File: config.mk
export PLATFORM = sky130hd
export DESIGN_NAME = stable_priority_queue
export DESIGN_NICKNAME = d
export VERILOG_FILES = /design/src/rtl/spq_pkg.sv /design/src/rtl/stable_priority_queue.sv /design/src/rtl/spq_cell.sv
export SDC_FILE = /design/constraint.sdc
export NUM_CORES = 1
export LEC_CHECK = 0
export ABC_AREA = 1
export ABC_CLOCK_PERIOD_IN_PS = 3810
export BUFFER_PORTS_ARGS = -buffer_cell sky130_fd_sc_hd__buf_2
export CORE_UTILIZATION = 50
export DETAILED_ROUTE_END_ITERATION = 6
export GPL_TIMING_DRIVEN = 1
export PLACE_DENSITY_LB_ADDON = 0.25
export SYNTH_ARGS = -nofsm -noshare
export SYNTH_HDL_FRONTEND = slang
export SYNTH_HIERARCHICAL = 1
export SYNTH_SLANG_ARGS = --single-unit
File: constraint.sdc
create_clock -name clk -period 3.81 [get_ports clk]
set_clock_uncertainty 0.15 [all_clocks]
set_input_delay 0.381 -clock clk [delete_from_list [all_inputs] [get_ports clk]]
set_output_delay 0.381 -clock clk [all_outputs]
set_load 0.01 [all_outputs]
File: src/rtl/spq_pkg.sv
`default_nettype none
// ----------------------------------------------------------------------------
// spq_pkg: shared types and codes for the stable priority queue
// Holds the operation and status codes and the per-cycle control bundle
// that drives the row of storage cells.
// ----------------------------------------------------------------------------
package spq_pkg;

	localparam logic FUNC_ENQ = 1'b0;
	localparam logic FUNC_DEQ = 1'b1;

	localparam logic [1:0] ST_OK    = 2'd0;
	localparam logic [1:0] ST_EMPTY = 2'd1;
	localparam logic [1:0] ST_FULL  = 2'd2;

	typedef struct packed {
		logic enq;
		logic deq;
	} spq_ctl_t;

endpackage : spq_pkg
`default_nettype wire

File: src/rtl/stable_priority_queue.sv
`default_nettype none
// ----------------------------------------------------------------------------
// stable_priority_queue: sorted priority queue with stable ties
// A row of cells kept in priority order, head in cell 0. Insert and remove
// each complete in the cycle the word is accepted.
// ----------------------------------------------------------------------------
// The result word is registered and appears on the master side in the cycle
// after the input word is accepted.
// Throughput: one word per cycle; every cell compares and shifts in parallel.
// A new word is taken while the result register is empty or being drained.
// Reset clears the entry count and the result valid; cell contents are left
// as they are and are never read before written.
module stable_priority_queue
	import spq_pkg::*;
#(
	parameter int CAPACITY   = 16,
	parameter int DATA_WIDTH = 16,
	parameter int PRIO_WIDTH = 8,
	localparam int CW  = $clog2(CAPACITY + 1),
	localparam int SW  = ((DATA_WIDTH + PRIO_WIDTH + 7) / 8) * 8,
	localparam int MW  = ((DATA_WIDTH + PRIO_WIDTH + CW + 7) / 8) * 8
) (
	input  wire           clk,
	input  wire           arst_n,
	input  wire           s_tvalid,
	output logic          s_tready,
	// data_value, priority_value
	input  wire  [SW-1:0] s_tdata,
	// func
	input  wire           s_tuser,
	output logic          m_tvalid,
	input  wire           m_tready,
	// out_data, out_priority, occupancy
	output logic [MW-1:0] m_tdata,
	// status
	output logic [1:0]    m_tuser
);

	logic [CW-1:0]         count_q;
	logic [CW-1:0]         count_d;
	logic                  s_accept;
	logic                  is_full;
	logic                  is_empty;
	spq_ctl_t              ctl;
	logic [DATA_WIDTH-1:0] new_data;
	logic [PRIO_WIDTH-1:0] new_prio;

	logic                  m_valid_q;
	logic [DATA_WIDTH-1:0] m_data_q;
	logic [PRIO_WIDTH-1:0] m_prio_q;
	logic [CW-1:0]         m_occ_q;
	logic [1:0]            m_status_q;
	logic [1:0]            status_d;

	logic                  shift_w [CAPACITY];
	logic [DATA_WIDTH-1:0] data_w  [CAPACITY];
	logic [PRIO_WIDTH-1:0] prio_w  [CAPACITY];

	assign new_data = s_tdata[DATA_WIDTH-1:0];
	assign new_prio = s_tdata[DATA_WIDTH +: PRIO_WIDTH];

	assign s_tready = !m_valid_q || m_tready;
	assign s_accept = s_tvalid && s_tready;
	assign is_full  = (count_q == CW'(CAPACITY));
	assign is_empty = (count_q == '0);

	always_comb begin
		ctl.enq  = s_accept && (s_tuser == FUNC_ENQ) && !is_full;
		ctl.deq  = s_accept && (s_tuser == FUNC_DEQ) && !is_empty;
		count_d  = count_q;
		status_d = ST_OK;
		if (ctl.enq) begin
			count_d = count_q + CW'(1);
		end else if (ctl.deq) begin
			count_d = count_q - CW'(1);
		end
		if (s_tuser == FUNC_ENQ && is_full) begin
			status_d = ST_FULL;
		end else if (s_tuser == FUNC_DEQ && is_empty) begin
			status_d = ST_EMPTY;
		end
	end

	for (genvar i = 0; i < CAPACITY; i++) begin : g_cell
		logic                  l_shift;
		logic [DATA_WIDTH-1:0] l_data;
		logic [PRIO_WIDTH-1:0] l_prio;
		logic [DATA_WIDTH-1:0] r_data;
		logic [PRIO_WIDTH-1:0] r_prio;

		if (i == 0) begin : g_head
			assign l_shift = 1'b0;
			assign l_data  = '0;
			assign l_prio  = '0;
		end else begin : g_mid
			assign l_shift = shift_w[i-1];
			assign l_data  = data_w[i-1];
			assign l_prio  = prio_w[i-1];
		end
		if (i == CAPACITY - 1) begin : g_tail
			assign r_data = '0;
			assign r_prio = '0;
		end else begin : g_body
			assign r_data = data_w[i+1];
			assign r_prio = prio_w[i+1];
		end

		spq_cell #(
			.DATA_WIDTH(DATA_WIDTH),
			.PRIO_WIDTH(PRIO_WIDTH)
		) u_cell (
			.clk        (clk),
			.ctl        (ctl),
			.live       (count_q > CW'(i)),
			.in_data    (new_data),
			.in_prio    (new_prio),
			.left_shift (l_shift),
			.left_data  (l_data),
			.left_prio  (l_prio),
			.right_data (r_data),
			.right_prio (r_prio),
			.shift      (shift_w[i]),
			.data       (data_w[i]),
			.prio       (prio_w[i])
		);
	end

	always_ff @(posedge clk or negedge arst_n) begin
		if (!arst_n) begin
			count_q   <= '0;
			m_valid_q <= 1'b0;
		end else begin
			count_q <= count_d;
			if (s_accept) begin
				m_valid_q <= 1'b1;
			end else if (m_tready) begin
				m_valid_q <= 1'b0;
			end
		end
	end

	always_ff @(posedge clk) begin
		if (s_accept) begin
			m_data_q   <= ctl.deq ? data_w[0] : '0;
			m_prio_q   <= ctl.deq ? prio_w[0] : '0;
			m_occ_q    <= count_d;
			m_status_q <= status_d;
		end
	end

	assign m_tvalid = m_valid_q;
	assign m_tdata  = MW'({m_occ_q, m_prio_q, m_data_q});
	assign m_tuser  = m_status_q;

	// The count never runs past the number of cells.
	a_count_bound: assert property (@(posedge clk) disable iff (!arst_n)
		count_q <= CW'(CAPACITY))
		else $error("entry count above capacity");

	// A removal from a non-empty queue yields an ok word with one fewer entry.
	a_deq_ok: assert property (@(posedge clk) disable iff (!arst_n)
		s_accept && (s_tuser == FUNC_DEQ) && !is_empty |=>
		m_valid_q && (m_status_q == ST_OK) && (m_occ_q == count_q))
		else $error("dequeue result mismatch");

	// An insert on a full queue leaves the count as it was.
	a_full_drop: assert property (@(posedge clk) disable iff (!arst_n)
		s_accept && (s_tuser == FUNC_ENQ) && is_full |=>
		(count_q == CW'(CAPACITY)) && (m_status_q == ST_FULL))
		else $error("full insert changed the queue");

	// The two cells nearest the head stay in priority order.
	a_head_sorted: assert property (@(posedge clk) disable iff (!arst_n)
		(count_q >= CW'(2)) |-> (prio_w[0] >= prio_w[1]))
		else $error("head cells out of order");

endmodule : stable_priority_queue
`default_nettype wire

File: src/rtl/spq_cell.sv
`default_nettype none
// ----------------------------------------------------------------------------
// spq_cell: one slot of the sorted queue
// Keeps its entry, takes the neighbor toward the head, or takes the new
// entry on an insert; takes the neighbor toward the tail on a removal.
// ----------------------------------------------------------------------------
module spq_cell
	import spq_pkg::*;
#(
	parameter int DATA_WIDTH = 16,
	parameter int PRIO_WIDTH = 8
) (
	input  wire                   clk,
	input  spq_ctl_t              ctl,
	input  wire                   live,
	input  wire  [DATA_WIDTH-1:0] in_data,
	input  wire  [PRIO_WIDTH-1:0] in_prio,
	input  wire                   left_shift,
	input  wire  [DATA_WIDTH-1:0] left_data,
	input  wire  [PRIO_WIDTH-1:0] left_prio,
	input  wire  [DATA_WIDTH-1:0] right_data,
	input  wire  [PRIO_WIDTH-1:0] right_prio,
	output logic                  shift,
	output logic [DATA_WIDTH-1:0] data,
	output logic [PRIO_WIDTH-1:0] prio
);

	logic [DATA_WIDTH-1:0] data_q;
	logic [PRIO_WIDTH-1:0] prio_q;

	// An entry stays put only if it is held and its priority is not below the
	// new one, which keeps arrival order among equal priorities.
	assign shift = !(live && (prio_q >= in_prio));
	assign data  = data_q;
	assign prio  = prio_q;

	always_ff @(posedge clk) begin
		if (ctl.enq && shift) begin
			data_q <= left_shift ? left_data : in_data;
			prio_q <= left_shift ? left_prio : in_prio;
		end else if (ctl.deq) begin
			data_q <= right_data;
			prio_q <= right_prio;
		end
	end

endmodule : spq_cell
`default_nettype wire

==> qor.tcl, run 1 <==
set qor(status) {complete, no violations}
set qor(crit_required_ns) 4.01
set qor(post_cts_resize_count) 0
set qor(final_cell_area_um2) 30100
set qor(rsz0062_at_grt) {false}
set qor(tritoncts_clock_tree) {yes}
set qor(grt_pass1_wl_um) 113000
set qor(synth.largest_area_cell) {edfxtp_1}
set qor(cts_htree_levels) 2
set qor(synth_area_leaders) {edfxtp_1 45%, nand2_1 13%, mux2_2 11%}
set qor(first_iter_violations) 1523
set qor(groute.layer.met2.usage) 0.417
set qor(syn_area_um2) 27700
set qor(number_of_antenna_violations_at_the_first_check_in_global_routing) 0
set qor(max_freq_ghz) 0.324
set qor(grt_pass1_vias) 21700
set qor(post-cts-setup-buffers) 0
set qor(synth-edff-count) 415
set qor(reg2reg_to) {g_cell[14].u_cell/data[11]}
set qor(clock_power_share) 0.237
set qor(count_of_tritonroute_iterations_in_the_first_routing_pass) 7
set qor(placement.cell_area_um2) 28600
set qor(timing_hold_violations_final) 0
set qor(yosysUniqueCellTypes) 33
set qor(setup.worst_path.class) {reg2reg}
set qor(finalWorstPathRequiredPeriod_ns) 3.09
set qor(tritoncts_num_sinks) 421
set qor(port-buffer-count) 61
set qor(worst_setup_path_end_kind) {register}
set qor(cp_max_fo) 56
set qor(avgSynthCellArea_um2) 9.20
set qor(timing.final.max_slew_violations) 0
set qor(synthesis.yosys.warnings) 6
set qor(finish.net_count) 3251
set qor(clkSlewWorstSetupHoldPaths_ns) 0.06
set qor(grtUsageMet1) 0.322
set qor(grt.met3_usage) 0.0360
set qor(postSynthRegisterBits) 421
set qor(rows) 85
set qor(via_count) 21400
set qor(syn_inst) 3014
set qor(int_power_w) 0.0116
set qor(ios) 65
set qor(cts.root.buffer_cell) {clkbuf_16}
set qor(hpwlAfterDp_um) 49000
set qor(crit_path_start) {count_q[0]}
set qor(cts.hold.buffers_added) 6
set qor(gr-max-usage-layer) {met2}
set qor(synth_largest_type_area_fraction) 0.449
set qor(worst-endpoint-arrival_ns) 3.29
set qor(synth_most_common_cell) {nand2_1}
set qor(power_switching_w) 0.00694
set qor(route.antenna.remaining_nets) 0
set qor(rrSetupSlack_ns) 0.72
set qor(synth-async-reset-ratio) 0.0143
set qor(drt-vias-per-instance) 5.54
set qor(power.share.switching) 0.374
set qor(r2r-start) {count_q[0]}
set qor(tot_pwr_w) 0.0186
set qor(slew_headroom) 0.214
set qor(worstSetupStartpointType) {register}
set qor(areaGrowthSynthToFinish_pct) 8.48
set qor(worst_hold_path_type) {in2reg}
set qor(clock_insertion_delay_worst_skew_ns) 0.61
set qor(combinational_share_of_power) 0.379
set qor(maxCapViolations) 0
set qor(timing.final.crit_share) 0.811
set qor(clk_path_buf_depth) 3
set qor(timing.critical_path.to) {g_cell[14].u_cell/data[11]}
set qor(n_fill_cell) 4746
set qor(gr-total-overflow) 0
set qor(wl_um) 69300
set qor(die_width_um) 237
set qor(core_region_area_um2) 54300
set qor(register_area_share_after_synthesis) 0.455
set qor(ir_drop_mv) 0.426
set qor(die_area_um2) 56400
set qor(number_of_buffers_added_by_the_clock_tree_synthesis_step) 49
set qor(tightestPinTransition_ns) 1.18
set qor(final_layout_size_suffix_gt1_frac) 0.219
set qor(finalSetupViolations) 0
set qor(power_leakage_nw) 13.9
set qor(antenna_cells) 0
set qor(routabilityCongestion) 0.846
set qor(starting_density_of_the_core) 0.510
set qor(remaining_drc_errors) 0
set qor(grt_start_max_net_pins) 80
set qor(worstRegToRegCells) 8
set qor(p_seq_frac) 0.384
set qor(power_density_nw_per_um2) 617
set qor(die_h_um) 237
set qor(drt-wirelength-per-cell_um) 17.9
set qor(tns_ns) 0
set qor(track_usage) 0.246
set qor(synth_top_flop_cell) {edfxtp_1}
set qor(synth.cells.most_frequent) {924 x nand2_1, 415 x edfxtp_1, 394 x nand3_1, 272 x mux2_2, 229 x inv_1}
layout make-up:
type,instances,area [µm²],area share
Inverter,233,875,0.0291
Sequential cell,421,12600,0.419
Clock inverter,24,161,0.00537
Timing Repair Buffer,137,978,0.0325
Clock buffer,66,1290,0.0429
Multi-Input combinational cell,2246,13200,0.440
Tap cell,739,925,0.0307
cell families after synthesis:
kind of cell    after synthesis  share of synthesized area
flops                       421                      0.455
fa+ha+maj                   134                     0.0605
mux                         272                      0.110
compound gates              170                     0.0328
xor+xnor                      1                   0.000316
buf+inv                     401                     0.0750
other cells                   1                   0.000135
simple gates               1614                      0.266
worst max-delay path, stage by stage (launching register included):
cell and delay, ns:
dfrtp_1 0.52, nand3_1 0.21, nand2_1 0.10, inv_1 0.05
nor2_1 0.56, nand2_4 0.51, nand2_4 0.17, nand2_1 0.25
buf_12 0.26
registers in the layout, indices dropped and copies added (netlist names):
name and cells:
count_q 5, m_data_q 16, m_occ_q 5, g_cell.u_cell/prio 128
m_tvalid 1, m_prio_q 8, g_cell.u_cell/data 256, m_tuser 2
layout by cell type (no fill, tap or decap):
master         Yosys  routed
edfxtp_1         415     415
mux2_2           272     272
inv_2              3       3
inv_6              0       2
a31o_2             1       1
clkinv_1           1      10
nor2_2            19      19
or2_2              1       1
bufinv_16          0       1
nand2_1          924     924
nor3_1             3       3
o21a_1             2       2
inv_1            229     229
inv_16             0       1
clkinvlp_4         0       2
nand3_2           17      17
o21ai_0          115     115
nand2_4           32      32
a21o_1            16      16
o211ai_1           1       1
nor2_4             3       3
clkinv_2           0       9
conb_1             1      55
clkbuf_16          0      49
o31ai_1            2       2
buf_12            14       7
dfrtp_1            6       6
ha_1             134     134
xor2_1             1       1
buf_2             53      61
dlygate4sd3_1      0       6
buf_4             35      63
a21oi_1           32      32
clkbuf_1          46      17
a31oi_1            1       1
nand3_1          394     394
nand4_1           17      17
nor2_1            62      62
nand2_2          142     142
routing by layer:
metal	routed length [µm]	up-vias	part of all wire
li1	-	10300	-
met1	30200	10300	0.44
met2	33000	631	0.48
met3	3950	143	0.057
met4	2120	0	0.031
met5	0	-	0
worst min path at each step:
stage,endpoint,startpoint,cells after the start
3_3_place_gp,m_tvalid,arst_n,1
2_1_floorplan,count_q[0],arst_n,0
5_1_grt,g_cell[8].u_cell/data[9],s_tdata[9],4
6_report,g_cell[2].u_cell/data[9],s_tdata[9],4
4_1_cts,g_cell[2].u_cell/data[9],s_tdata[9],4
3_5_place_dp,m_tvalid,arst_n,1
power by group through the flow:
stage          Clock, W  Combinational [W]  Sequential (W)
2_1_floorplan         0            0.00558         0.00700
3_3_place_gp          0            0.00681         0.00719
3_5_place_dp          0            0.00695         0.00722
4_1_cts         0.00449            0.00702         0.00713
5_1_grt         0.00466            0.00781         0.00724
6_report        0.00440            0.00703         0.00714
metrics by stage:
stage	cells	hold WS, ns	worst slack (ns)	utilization
3_5_place_dp	3770	0.0815	0.519	0.526
3_3_place_gp	3770	0.0771	0.553	0.526
6_report	3866	0.324	0.722	0.553
5_1_grt	3866	0.347	0.528	0.553
4_1_cts	3866	0.298	0.776	0.553
2_1_floorplan	3068	-0.0646	1.02	-
No activity file was read; power rests on OpenSTA's default activity.
==> run 2, diff against run 1 <==
--- a/config.mk
+++ b/config.mk
@@ -6,7 +6,7 @@
 export NUM_CORES = 1
 export LEC_CHECK = 0
 export ABC_AREA = 1
-export ABC_CLOCK_PERIOD_IN_PS = 3810
+export ABC_CLOCK_PERIOD_IN_PS = 2900
 export BUFFER_PORTS_ARGS = -buffer_cell sky130_fd_sc_hd__buf_2
 export CORE_UTILIZATION = 50
 export DETAILED_ROUTE_END_ITERATION = 6
==> constraint.sdc (replaced) <==
create_clock -name clk -period 2.9 [get_ports clk]
set_clock_uncertainty 0.15 [all_clocks]
set_input_delay 0.29 -clock clk [delete_from_list [all_inputs] [get_ports clk]]
set_output_delay 0.29 -clock clk [all_outputs]
set_load 0.01 [all_outputs]
==> run 2 against run 1 <==
Sequential share of layout area is 0.91 points lower. Sequential power is 31% higher. Hold slack got worse by 0.088 ns. Non-clock buffer count increased by 49. Maximum frequency increased by 11%. Critical endpoint is now g_cell[1].u_cell/data[9]. Largest cell class unchanged.
==> qor.tcl, run 2 (synthesis gave the netlist of run 1 again) <==
set qor(worstSetupStartpointType) {register} ;# unchanged
set qor(remaining_drc_errors) 0 ;# unchanged
set qor(timing.critical_path.to) {g_cell[1].u_cell/data[9]} ;# was g_cell[14].u_cell/data[11]
set qor(starting_density_of_the_core) 0.510 ;# unchanged
set qor(power_density_nw_per_um2) 803 ;# was 617 nW/µm²
set qor(grt_start_max_net_pins) 84 ;# was 80
set qor(critical_path.max_stage_delay_ns) 0.49 ;# was 0.56 ns
set qor(via_count) 21400 ;# about the same
set qor(max_freq_ghz) 0.360 ;# was 0.324 GHz
set qor(layout_commonest_cell) {nand2_1} ;# unchanged
set qor(number_of_flip_flops_in_the_largest_register) 256 ;# unchanged
set qor(die_area_um2) 56400 ;# unchanged
set qor(gr-total-overflow) 0 ;# unchanged
set qor(worst_setup_path_end_kind) {register} ;# unchanged
set qor(commonest_cells_after_routing_fill_and_taps_aside) {924 x nand2_1, 415 x edfxtp_1, 394 x nand3_1} ;# unchanged
set qor(clock_insertion_delay_worst_skew_ns) 0.61 ;# about the same
set qor(worst-endpoint-arrival_ns) 2.91 ;# was 3.29 ns
set qor(finalSetupViolations) 0 ;# unchanged
set qor(clk_path_buf_depth) 3 ;# unchanged
set qor(tritoncts_num_sinks) 421 ;# unchanged
set qor(rows) 85 ;# unchanged
set qor(reg2reg_to) {g_cell[1].u_cell/data[9]} ;# was g_cell[14].u_cell/data[11]
set qor(drt-vias-per-instance) 5.46 ;# was 5.54
set qor(r2r-start) {count_q[0]} ;# unchanged
set qor(crit_required_ns) 3.03 ;# was 4.01 ns
set qor(grt_pass1_vias) 21500 ;# was 21.7k
set qor(timing.final.crit_share) 0.959 ;# was 0.811
set qor(cp_slowest_cell) {dfrtp_1} ;# was nor2_1
set qor(worst_hold_path.num_cells) 4 ;# unchanged
set qor(die_h_um) 237 ;# unchanged
set qor(drt-wirelength-per-cell_um) 17.1 ;# was 17.9 µm
set qor(path_cells) {inv_1, ha_1, nand2_1, nor2_2, nor2_4, buf_12, nand2_4, nand2_1, buf_4} ;# was nand3_1, nand2_1, inv_1, nor2_1, nand2_4, nand2_4, nand2_1, buf_12
set qor(cts_htree_levels) 2 ;# unchanged
set qor(rsz0062_at_grt) {false} ;# unchanged
set qor(track_usage) 0.238 ;# was 0.246
set qor(first_iter_violations) 1611 ;# was 1523
set qor(ir_drop_mv) 0.492 ;# was 0.426 mV
set qor(clkSlewWorstSetupHoldPaths_ns) 0.07 ;# was 0.06 ns
set qor(route.antenna.remaining_nets) 0 ;# unchanged
set qor(critical_path_s_top_delay_family) {simple AND/OR/NAND/NOR gates} ;# unchanged
set qor(wl_um) 67000 ;# was 69300 µm
set qor(finish.net_count) 3300 ;# was 3251
set qor(count_of_tritonroute_iterations_in_the_first_routing_pass) 5 ;# was 7
set qor(finalWorstPathRequiredPeriod_ns) 2.78 ;# was 3.09 ns
set qor(cts.root.buffer_cell) {clkbuf_16} ;# unchanged
set qor(number_of_antenna_violations_at_the_first_check_in_global_routing) 0 ;# unchanged
set qor(hpwlAfterDp_um) 49800 ;# was 49000 µm
set qor(cp_max_fo) 37 ;# was 56
set qor(n_fill_cell) 4736 ;# was 4746
set qor(maxCapViolations) 0 ;# unchanged
set qor(status) {complete, no violations} ;# unchanged
set qor(final_layout_size_suffix_gt1_frac) 0.232 ;# was 0.219
set qor(areaGrowthSynthToFinish_pct) 10.9 ;# was 8.48%
set qor(tritoncts_clock_tree) {yes} ;# unchanged
set qor(worst_path_most_repeated_cell) {nand2_1}
set qor(tns_ns) 0 ;# unchanged
set qor(worst-path-buf-inv) 3 ;# was 2
set qor(power_leakage_nw) 14.2 ;# was 13.9 nW
set qor(antenna_cells) 0 ;# unchanged
set qor(number_of_buffers_added_by_the_clock_tree_synthesis_step) 48 ;# was 49
set qor(hold_ws_ns) 0.237 ;# was 0.324 ns
set qor(routabilityCongestion) 0.858 ;# was 0.846
set qor(grt_pass1_wl_um) 110000 ;# was 113000 µm
set qor(ios) 65 ;# unchanged
set qor(worst_hold_path_type) {in2reg} ;# unchanged
set qor(timing.final.max_slew_violations) 0 ;# unchanged
set qor(worstRegToRegCells) 9 ;# was 8
set qor(setup.worst_path.class) {reg2reg} ;# unchanged
set qor(timing_hold_violations_final) 0 ;# unchanged
set qor(crit_path_start) {count_q[0]} ;# unchanged
set qor(rrSetupSlack_ns) 0.12 ;# was 0.72 ns
set qor(tot_pwr_w) 0.0247 ;# was 0.0186 W
set qor(cp_num_cells) 9 ;# was 8
set qor(port-buffer-count) 61 ;# unchanged
set qor(die_width_um) 237 ;# unchanged
set qor(core_region_area_um2) 54300 ;# unchanged
## run 2: per-layer routing
| layer | part of all wire | track usage | vias up |
|---|---|---|---|
| li1 | - | - | 10400 |
| met1 | 0.45 | 0.317 | 10400 |
| met2 | 0.48 | 0.402 | 493 |
| met3 | 0.041 | 0.0293 | 109 |
| met4 | 0.026 | 0.0747 | 0 |
| met5 | 0 | 0 | - |
## run 2: worst min path at each step
stage | from | to | slack, ns
6_report | s_tdata[12] | g_cell[1].u_cell/data[12] | 0.24
5_1_grt | s_tdata[12] | g_cell[1].u_cell/data[12] | 0.26
4_1_cts | s_tdata[12] | g_cell[4].u_cell/data[12] | 0.20
3_5_place_dp | arst_n | m_tvalid | 0.003
3_3_place_gp | arst_n | m_tvalid | 0.0002
2_1_floorplan | arst_n | count_q[0] | -0.16
## run 2: metrics by stage
| step | worst slack (ns) | util | std cells | area [µm²] |
|---|---|---|---|---|
| global route | 0.00370 | 0.566 | 3912 | 30700 |
| floorplan | 0.111 | - | 3068 | 27900 |
| finish | 0.120 | 0.566 | 3912 | 30700 |
| detailed placement | 0.0636 | 0.538 | 3818 | 29200 |
| CTS | 0.0702 | 0.565 | 3910 | 30700 |
| global placement | 0.133 | 0.538 | 3818 | 29200 |
## run 2: power breakdown
| group | internal, W | switching [W] | total (W) |
|---|---|---|---|
| Combinational | 0.00396 | 0.00570 | 0.00966 |
| Sequential | 0.00854 | 0.000828 | 0.00937 |
| Clock | 0.00306 | 0.00259 | 0.00566 |
## run 2: repair_timing
action	CTS	global route
hold endpoints to repair	9	0
buffers inserted	0	1
endpoints found under the setup margin	0	10
hold buffers	6	0
gates resized for setup	0	2
## run 2: layout make-up
| cell class | count | area (µm²) | share of cell area |
|---|---|---|---|
| clock inverters | 28 | 183 | 0.00594 |
| repair buffers | 186 | 1670 | 0.0542 |
| multi-input cells | 2247 | 13200 | 0.431 |
| flip-flops and latches | 421 | 12600 | 0.410 |
| clock buffers | 58 | 1240 | 0.0403 |
| inverters | 233 | 875 | 0.0285 |
| well taps | 739 | 925 | 0.0301 |
## run 2: worst reg2reg max path, stage by stage (launching register included)
cell and delay (ns):
dfrtp_1 0.49, inv_1 0.19, ha_1 0.28, nand2_1 0.24, nor2_2 0.09, nor2_4 0.21
buf_12 0.28, nand2_4 0.16, nand2_1 0.12, buf_4 0.26
==> run 3, diff against run 2 <==
--- a/config.mk
+++ b/config.mk
@@ -5,7 +5,7 @@
 export SDC_FILE = /design/constraint.sdc
 export NUM_CORES = 1
 export LEC_CHECK = 0
-export ABC_AREA = 1
+export ABC_AREA = 0
 export ABC_CLOCK_PERIOD_IN_PS = 2900
 export BUFFER_PORTS_ARGS = -buffer_cell sky130_fd_sc_hd__buf_2
 export CORE_UTILIZATION = 50
@@ -14,5 +14,4 @@
 export PLACE_DENSITY_LB_ADDON = 0.25
 export SYNTH_ARGS = -nofsm -noshare
 export SYNTH_HDL_FRONTEND = slang
-export SYNTH_HIERARCHICAL = 1
 export SYNTH_SLANG_ARGS = --single-unit
==> run 3 against run 2 <==
Area after synthesis is 13% lower. Final area is 12% lower. Total power is 20% lower.
==> qor.tcl, run 3 <==
set qor(status) {complete, no violations} ;# unchanged
set qor(r2r-start) {count_q[0]} ;# unchanged
set qor(timing.final.max_slew_violations) 0 ;# unchanged
set qor(synth_top_flop_cell) {edfxtp_1} ;# unchanged
set qor(die_width_um) 221 ;# was 237 µm
set qor(rrSetupSlack_ns) 0.12 ;# about the same
set qor(remaining_drc_errors) 0 ;# unchanged
set qor(finalSetupViolations) 0 ;# unchanged
set qor(via_count) 16600 ;# was 21.4k
set qor(layout_commonest_cell) {edfxtp_1} ;# was nand2_1
set qor(avgSynthCellArea_um2) 11.4 ;# was 9.20 µm²
set qor(tightestPinTransition_ns) 0.534
set qor(yosysUniqueCellTypes) 55 ;# was 33
set qor(worstSetupStartpointType) {register} ;# unchanged
set qor(worst_hold_path_type) {in2reg} ;# unchanged
set qor(track_usage) 0.231 ;# was 0.238
set qor(clkSlewWorstSetupHoldPaths_ns) 0.06 ;# was 0.07 ns
set qor(synth_most_common_cell) {edfxtp_1} ;# was nand2_1
set qor(cts_htree_levels) 2 ;# unchanged
set qor(hpwlAfterDp_um) 40700 ;# was 49800 µm
set qor(synth-async-reset-ratio) 0.0143 ;# unchanged
set qor(grt_pass1_wl_um) 91600 ;# was 110000 µm
set qor(power_leakage_nw) 11.1 ;# was 14.2 nW
set qor(starting_density_of_the_core) 0.511 ;# was 0.510
set qor(synth.largest_area_cell) {edfxtp_1} ;# unchanged
set qor(rows) 79 ;# was 85
set qor(grt_start_max_net_pins) 41 ;# was 84
set qor(clk_path_buf_depth) 3 ;# unchanged
set qor(final_layout_size_suffix_gt1_frac) 0.133 ;# was 0.232
set qor(first_iter_violations) 1392 ;# was 1611
set qor(tns_ns) 0 ;# unchanged
set qor(worst_setup_path_end_kind) {register} ;# unchanged
set qor(tritoncts_num_sinks) 421 ;# unchanged
set qor(die_area_um2) 48900 ;# was 56400 µm²
set qor(synth_area_leaders) {edfxtp_1 52%, mux2i_1 15%, ha_1 7.0%} ;# was edfxtp_1 45%, nand2_1 13%, mux2_2 11%
set qor(multiInputGateArea_um2) 10600 ;# was 13200 µm²
set qor(n_fill_cell) 3844 ;# was 4736
set qor(synth.cells.most_frequent) {415 x edfxtp_1, 361 x mux2i_1, 303 x nand2_1, 217 x o21ai_0, 157 x a21oi_1} ;# was 924 x nand2_1, 415 x edfxtp_1, 394 x nand3_1, 272 x mux2_2, 229 x inv_1
set qor(routabilityCongestion) 0.851 ;# was 0.858
set qor(count_of_tritonroute_iterations_in_the_first_routing_pass) 5 ;# unchanged
set qor(sequential_cell_area_um2) 12600 ;# unchanged
set qor(drt-vias-per-instance) 5.92 ;# was 5.46
set qor(port-buffer-count) 61 ;# unchanged
set qor(critical_path_s_top_delay_family) {simple AND/OR/NAND/NOR gates} ;# unchanged
set qor(ir_drop_mv) 0.396 ;# was 0.492 mV
set qor(timing_hold_violations_final) 0 ;# unchanged
set qor(critical_path.max_stage_delay_ns) 0.50 ;# was 0.49 ns
set qor(cp_slowest_cell) {dfrtp_1} ;# unchanged
set qor(path_cells) {inv_1, ha_1, and3_4, or3_4, a211o_1, buf_4, nand2_1, o21ai_1} ;# was inv_1, ha_1, nand2_1, nor2_2, nor2_4, buf_12, nand2_4, nand2_1, buf_4
set qor(hold_path_end) {g_cell[15].u_cell.data[15]} ;# was g_cell[1].u_cell/data[12]
set qor(synth-edff-count) 415 ;# unchanged
set qor(route.antenna.remaining_nets) 0 ;# unchanged
set qor(grt_pass1_vias) 17100 ;# was 21.5k
set qor(timing.final.crit_share) 0.960 ;# was 0.959
set qor(die_h_um) 221 ;# was 237 µm
set qor(reg2reg_to) {g_cell[9].u_cell.prio[2]} ;# was g_cell[1].u_cell/data[9]
set qor(synthesis.yosys.warnings) 0 ;# was 6
set qor(synth_largest_type_area_fraction) 0.519 ;# was 0.449
set qor(finalWorstPathRequiredPeriod_ns) 2.78 ;# about the same
set qor(postSynthRegisterBits) 421 ;# unchanged
set qor(register_area_share_after_synthesis) 0.525 ;# was 0.455
set qor(number_of_antenna_violations_at_the_first_check_in_global_routing) 0 ;# unchanged
set qor(setup.worst_path.class) {reg2reg} ;# unchanged
set qor(tritoncts_clock_tree) {yes} ;# unchanged
set qor(syn_area_um2) 24000 ;# was 27700 µm²
set qor(cts.root.buffer_cell) {clkbuf_16} ;# unchanged
set qor(crit_path_start) {count_q[0]} ;# unchanged
set qor(number_of_flip_flops_in_the_largest_register) 256 ;# unchanged
set qor(worst_hold_path.num_cells) 3 ;# was 4
set qor(finish.net_count) 2326 ;# was 3300
set qor(clock_insertion_delay_worst_skew_ns) 0.59 ;# was 0.61 ns
set qor(hold_ws_ns) 0.139 ;# was 0.237 ns
set qor(post-cts-setup-buffers) 0 ;# unchanged
set qor(commonest_cells_after_routing_fill_and_taps_aside) {415 x edfxtp_1, 361 x mux2i_1, 290 x nand2_1} ;# was 924 x nand2_1, 415 x edfxtp_1, 394 x nand3_1
set qor(ios) 65 ;# unchanged
set qor(max_freq_ghz) 0.359 ;# was 0.360 GHz
set qor(maxCapViolations) 0 ;# unchanged
set qor(drt-wirelength-per-cell_um) 20.2 ;# was 17.1 µm
set qor(gr-total-overflow) 0 ;# unchanged
set qor(syn_inst) 2109 ;# was 3014
set qor(crit_required_ns) 3.07 ;# was 3.03 ns
set qor(min_from) {s_tdata[15]} ;# was s_tdata[12]
set qor(cp_max_fo) 12 ;# was 37
set qor(rsz0062_at_grt) {false} ;# unchanged
set qor(worst-endpoint-arrival_ns) 2.95 ;# was 2.91 ns
set qor(slew_headroom) 0.644
set qor(worst-path-buf-inv) 2 ;# was 3
set qor(worstRegToRegCells) 8 ;# was 9
set qor(core_region_area_um2) 47000 ;# was 54300 µm²
set qor(power_density_nw_per_um2) 731 ;# was 803 nW/µm²
set qor(wl_um) 56600 ;# was 67000 µm
set qor(number_of_buffers_added_by_the_clock_tree_synthesis_step) 46 ;# was 48
set qor(areaGrowthSynthToFinish_pct) 13.1 ;# was 10.9%
run 3: changes by cell type after synthesis, sizes merged, moves of 43 or more:
cell,delta
mux2,-248
nand2,-795
nand3,-407
a21oi,+126
buf,-43
mux2i,+361
inv,-201
o21ai,+175
run 3: where the power goes:
group	switching, W	internal, W
combinational	0.00332	0.00255
sequential	0.000546	0.00789
clock	0.00250	0.00306
total	0.00637	0.0135
run 3: worst register-to-register path, delay by kind of cell (launching register included):
family	cells	cell delay (ns)
and+or+nand+nor	3	0.72
AOI/OAI and AO/OA	2	0.52
DFF	1	0.50
buffers and inverters	2	0.39
adders and majority gates	1	0.25
run 3: layout make-up:
cell class                 count  area share
timing repair buffer         166      0.0619
clock buffer                  57      0.0447
inverter                      31     0.00442
sequential                   421       0.464
multi-input combinational   1497       0.390
tap                          607      0.0280
antenna                        1   0.0000921
clock inverter                27     0.00617
run 3: per-layer routing:
layer / global-route usage / up-vias / part of all wire
li1: - / 7928 / -
met1: 0.310 / 8244 / 0.45
met2: 0.387 / 348 / 0.48
met3: 0.0274 / 86 / 0.041
met4: 0.0776 / 0 / 0.024
met5: 0 / - / 0
run 3: worst max-delay path by stage:
stage                                 to  cells past startpoint
6_report        g_cell[9].u_cell.prio[2]                      8
5_1_grt        g_cell[4].u_cell.data[13]                      8
4_1_cts        g_cell[2].u_cell.data[10]                      7
3_5_place_dp    g_cell[9].u_cell.data[7]                      9
3_3_place_gp   g_cell[14].u_cell.data[7]                     10
2_1_floorplan  g_cell[15].u_cell.data[0]                      6
run 3: kinds of logic (layout without fill, tap and decap cells):
logic type | after synthesis | count (layout) | share of synthesized area
other | 1 | 4 | 0.000156
muxes | 385 | 385 | 0.162
adders and majority gates | 134 | 134 | 0.0698
xor gates and xnor gates | 4 | 4 | 0.00146
buffers and inverters | 193 | 281 | 0.0427
and+or+nand+nor | 457 | 457 | 0.0818
DFF | 421 | 421 | 0.525
AOI/OAI and AO/OA | 514 | 514 | 0.117
run 3: what timing repair did:
| action | in CTS | in global routing |
|---|---|---|
| gates resized for setup | 0 | 2 |
| setup endpoints to repair | 0 | 22 |
| hold buffers | 5 | 0 |
| endpoints found under the hold margin | 9 | 0 |
run 3: stage by stage:
stage               cell area, µm²  total power [W]  worst slack, ns  cells   util
finish                       27200           0.0199            0.117   2807  0.579
global route                 27200           0.0208          0.00588   2806  0.579
CTS                          27200           0.0199           0.0668   2806  0.578
detailed placement           25700           0.0144           -0.136   2717  0.548
global placement             25700           0.0142           -0.124   2717  0.548
floorplan                    24200           0.0126          -0.0304   2111      -
